$ cat config.mk
export PLATFORM = sky130hd
export DESIGN_NAME = bls_ctrl
export DESIGN_NICKNAME = d
export VERILOG_FILES = /design/src/rtl/bls_pkg.sv /design/src/rtl/bls_ctrl.sv
export SDC_FILE = /design/constraint.sdc
export NUM_CORES = 1
export LEC_CHECK = 0
export ABC_AREA = 1
export BUFFER_PORTS_ARGS = -buffer_cell sky130_fd_sc_hd__buf_2
export CORE_AREA = 2 2 39 41
export CTS_CLUSTER_SIZE = 12
export DETAILED_ROUTE_END_ITERATION = 8
export DIE_AREA = 0 0 41 43
export GPL_TIMING_DRIVEN = 1
export MAX_ROUTING_LAYER = met4
export PLACE_DENSITY_LB_ADDON = 0.15
export SLEW_MARGIN = 0
export SYNTH_ARGS = -nofsm -noshare
export SYNTH_HDL_FRONTEND = slang
export SYNTH_SLANG_ARGS = --single-unit
export TNS_END_PERCENT = 20
$ cat constraint.sdc
create_clock -name i_clk -period 1.41 [get_ports i_clk]
set_clock_uncertainty 0.2 [all_clocks]
set_input_delay 0.2115 -clock i_clk [delete_from_list [all_inputs] [get_ports i_clk]]
set_output_delay 0.2115 -clock i_clk [all_outputs]
set_load 0.1 [all_outputs]
$ cat src/rtl/bls_pkg.sv
`timescale 1ns / 1ps
// ----------------------------------------------------------------------------
// bls_pkg: shared types and constants of the bounded LIFO stack
// Request and result layouts, request and status codes, and the command and
// status groups between the controller and the datapath.
// ----------------------------------------------------------------------------
package bls_pkg;

    localparam int DEPTH_DEF     = 256;
    localparam int WORD_BITS_DEF = 32;
    localparam int CAP_BITS      = 9;
    localparam int POS_BITS      = 8;
    localparam int DATA_BITS     = 32;

    localparam logic [CAP_BITS-1:0] CAP_RESET = 9'd256;

    typedef enum logic [1:0] {
        REQ_PUSH   = 2'd0,
        REQ_POP    = 2'd1,
        REQ_PEEK   = 2'd2,
        REQ_CHANGE = 2'd3
    } t_req;

    typedef enum logic [1:0] {
        ST_OK    = 2'd0,
        ST_OVER  = 2'd1,
        ST_UNDER = 2'd2,
        ST_RANGE = 2'd3
    } t_status;

    typedef struct packed {
        t_req                        req_type;
        logic signed [DATA_BITS-1:0] data;
        logic [POS_BITS-1:0]         position;
    } t_in_item;

    typedef struct packed {
        logic signed [DATA_BITS-1:0] value;
        t_status                     status;
        logic [CAP_BITS-1:0]         elements;
        logic                        is_empty;
        logic                        is_full;
    } t_out_item;

    // controller -> datapath
    typedef struct packed {
        logic clear;    // write zero at the sweep address
        logic accept;   // take the request on the input port
        logic capture;  // load the read word into the result
    } t_dp_cmd;

    // datapath -> controller
    typedef struct packed {
        logic clear_last;
        logic need_read;
    } t_dp_sts;

    // capacity saturated to 1..depth
    function automatic logic [CAP_BITS-1:0] eff_cap(input logic [CAP_BITS-1:0] cap,
                                                    input int depth);
        logic [CAP_BITS-1:0] res;
        res = cap;
        if (cap == '0) begin
            res = CAP_BITS'(1);
        end else if (int'(cap) > depth) begin
            res = CAP_BITS'(depth);
        end
        return res;
    endfunction

endpackage

$ cat src/rtl/bls_ctrl.sv
`timescale 1ns / 1ps
// ----------------------------------------------------------------------------
// bls_ctrl: request sequencer of the bounded LIFO stack
// Runs the store clearing sweep after reset, then takes one request at a
// time, waits on the store read where one is needed and holds the result.
// ----------------------------------------------------------------------------
module bls_ctrl (
    input  logic             i_clk,
    input  logic             i_rst_n,
    input  logic             i_in_valid,
    output logic             o_in_stall,
    output logic             o_out_valid,
    input  logic             i_out_stall,
    input  bls_pkg::t_dp_sts i_sts,
    output bls_pkg::t_dp_cmd o_cmd
);
    import bls_pkg::*;

    typedef enum logic [3:0] {
        S_CLEAR = 4'b0001,
        S_IDLE  = 4'b0010,
        S_READ  = 4'b0100,
        S_OUT   = 4'b1000
    } t_state;

    t_state r_state, n_state;

    always_comb begin
        n_state = r_state;
        case (r_state)
            S_CLEAR: begin
                if (i_sts.clear_last) n_state = S_IDLE;
            end
            S_IDLE: begin
                if (i_in_valid) n_state = i_sts.need_read ? S_READ : S_OUT;
            end
            S_READ: begin
                n_state = S_OUT;
            end
            S_OUT: begin
                if (!i_out_stall) n_state = S_IDLE;
            end
            default: begin
                n_state = S_CLEAR;
            end
        endcase
    end

    always_ff @(posedge i_clk) begin
        if (!i_rst_n) begin
            r_state <= S_CLEAR;
        end else begin
            r_state <= n_state;
        end
    end

    assign o_in_stall    = (r_state != S_IDLE);
    assign o_out_valid   = (r_state == S_OUT);
    assign o_cmd.clear   = (r_state == S_CLEAR);
    assign o_cmd.accept  = (r_state == S_IDLE) && i_in_valid;
    assign o_cmd.capture = (r_state == S_READ);

    a_capture_after_read: assert property (@(posedge i_clk) disable iff (!i_rst_n)
        o_cmd.capture |-> $past(o_cmd.accept) && $past(i_sts.need_read))
        else $error("capture without a preceding read request");

    a_one_in_flight: assert property (@(posedge i_clk) disable iff (!i_rst_n)
        o_cmd.accept |-> !o_out_valid && !o_cmd.clear)
        else $error("request taken while a result or the sweep is pending");

endmodule

==> impl_metrics.toml <==
[outcome]
outcome = "complete, but fails checks"
failed_checks = "negative setup slack"

[synthesis]
synth-compound-area-share_pct = 3.415
syn_area_um2 = 256.5
synth_top_family_by_area = "simple AND/OR/NAND/NOR gates"
netlist_instances = 37
synth_xor_area_share_pct = 0
yosysWarnings = 0
synth-edff-count = 0
yosysUniqueCellTypes = 12
synth_commonest_cells = "7 x inv_1, 6 x nor2_1, 5 x nand2_1"
synth.area.mux_share_pct = 0
synthSimpleGateAreaFrac_pct = 55.12
synth_fp_nets = 43
synth_flop_cell = "dfxtp_1"
synth_top_area_cell = "dfxtp_1"
ys_seq_elements = 4
async_reset_ff_share_pct = 0
synth_most_common_cell = "inv_1"
synthAdderAreaFrac_pct = 0
ys_top_cells_by_area = "dfxtp_1 31%, nand3_2 12%, inv_1 10%"
ys_seq_area_share_pct = 31.22
syn_avg_cell_area_um2 = 6.932
synth_top_area_share_pct = 31.22

[layout]
biggestRegsByFlops = "r_state x4"
top_register = "r_state"
layout.nets = 63
drive_gt1_share_pct = 69.09
post-route-util_pct = 36.17
diodes = 0
layout.cells.non_filler = 71
synthToLayoutAreaGrowth_pct = 95.12
largest_reg_flops = 4

[pwr]
power.density_nw_per_um2 = 2438
p_int_uw = 584.8
ir_worst_vdd_mv = 0.8461
switching_share_pct = 52.09
p_leak_nw = 0.2515
p_seq_share_pct = 17.3
p_clk_share_pct = 11.5
p_comb_share_pct = 71.1
p_sw_uw = 635.7
total_power_mw = 1.220

[placement]
gp_congestion = 0.7163
hpwl_um = 570.8
portBuffers = 10
placed_cells = 68

[critical_path]
endpoint_kind = "output pin"
cp-start-kind = "flop"
cp_data_required_time_ns = 1.00
worstRegToRegCells = 5
worstReg2RegEnd = "r_state[0]"
reg2reg_from = "r_state[3]"
cp_slowest_cell = "dfxtp_2"
setup.worst_path.class = "reg -> out"
worst_path_largest_cell_delay_ns = 0.35
crit_top_cell = "nor2_4"
worstPathArrival_ns = 1.15
path_max_fanout = 4
r2r_slack_ns = 0.13
crit_chain = "inv_2, nor2_4, nand2_8, nor2_4, buf_12"

[sta]
tightest_slew_ns = 0.2073
postLayoutSetupSlackWorst_ns = -0.1536
hold_ws_ns = 0.02017
hold_viol_final = 0
setup_viol_count_final = 5
min_period_over_period_pct = 110.9
fin_crit_ns = 1.564
clock.fmax_mhz = 639.5
relSlewSlack_pct = 86.15
rsz0062_at_grt = "true"
maxSlewViolCount = 0

[clock_tree]
root_buffer = "clkbuf_4"
clk_pin_slew_ns = 0.04
clk_latency_ns = 0.23
cts.sinks = 4
htreeDepth = 1
postCtsSetupRepairBufs = 0
cts_hold_repair.buffers = 0
cts_tree = "done"
cts_buffer_depth = 2
cts_made_buffers = 3

[global_routing]
grt_max_degree = 5
grt_pass1_vias = 270
grt_first_pass_wirelength_um = 1090
grt.total_usage_pct = 9.681
grt_antenna_before_repair = 0
grt.overflow.total = 0

[worst_hold_path]
hold_depth = 2
holdPathEnd = "r_state[0]"
hold_start = "i_rst_n"
hold_path.class = "in -> reg"

[floorplan]
die_h_um = 43
rows = 14
die_w_um = 41
pin_count = 11
fp.coreArea_um2 = 1384
start_util_pct = 18.54
dieArea_um2 = 1763

[drt]
routedWlPerCell_um = 9.296
wl_um = 660
drtIter0Drc = 2
drc = 0
wl_met1_um = 277
dr.pass1.iters = 2
met2WireLength_um = 357
post_drt_via_cell_ratio = 3.831
ant_nets = 0
route.met3.wl_um = 26
top_layer = "met3"
via_count = 272

[job]
cap_violations = 0
layout by cell type (no fill, tap or decap):
master    count
clkbuf_4      3
and3_1        1
nor2_2        3
dfxtp_2       4
inv_2         4
o21ai_2       1
buf_2         5
buf_12        5
nand2_8       1
nand4_1       1
nor2_4        3
nor2_1        4
nand3_2       3
nand3b_2      1
inv_1         3
nand3_1       3
buf_4         5
nand2_1       5
worst max-delay path, delay by kind of cell, from the launching register on:
kind	cells	cell delay [ns]
and+or+nand+nor	3	0.33
buffers and inverters	2	0.23
DFF	1	0.35
worst max-delay path by stage:
stage	slack (ns)	end	startpoint	depth (start not counted)
after floorplan	-0.33	r_state[2]	r_state[1]	5
after global routing	-0.21	o_cmd[2]	r_state[0]	5
after detailed placement	0.03	o_out_valid	r_state[3]	5
final	-0.15	o_cmd[1]	r_state[1]	5
after CTS	-0.18	o_cmd[1]	r_state[2]	4
after global placement	0.03	o_out_valid	r_state[3]	5
metrics by stage:
step,worst slack [ns],setup TNS [ns],instance area [um2]
2_1_floorplan,-0.3250,-1.300,286.5
3_3_place_gp,0.02725,0,469.2
3_5_place_dp,0.03389,0,469.2
4_1_cts,-0.1767,-0.6128,500.5
5_1_grt,-0.2131,-0.7794,500.5
6_report,-0.1536,-0.4863,500.5
what timing repair did:
action | CTS | global route
pin swaps | 3 | 1
setup endpoints to repair | 5 | 5
gates cloned | 0 | 0
resized for setup | 8 | 0
final cells by class:
class	count	area, um2
fillers	147	883.3
multi-input cells	26	183.9
repair buffers	15	162.7
flip-flops and latches	4	85.08
inverters	7	26.28
clock buffers	3	22.52
well taps	16	20.02
cell families (layout without fill, tap and decap cells):
kind of cell,after synthesis,count (layout)
and+or+nand+nor,25,25
buffers and inverters,7,25
DFF,4,4
AOI/OAI and AO/OA,1,1
power by group through the flow:
stage / logic, mW / registers [mW] / clock network [mW]
floorplan: 0.562 / 0.197 / 0
global placement: 0.862 / 0.201 / 0
detailed placement: 0.862 / 0.200 / 0
CTS: 0.875 / 0.210 / 0.150
global route: 0.939 / 0.215 / 0.149
finish: 0.868 / 0.212 / 0.141
layer usage:
layer  global-route usage, %  vias up
li1                        -      155
met1                   12.58      112
met2                   13.44        5
met3                   1.571        0
met4                   6.000        0
met5                       -        -
Note: power is estimated with default switching activity, not from simulation.
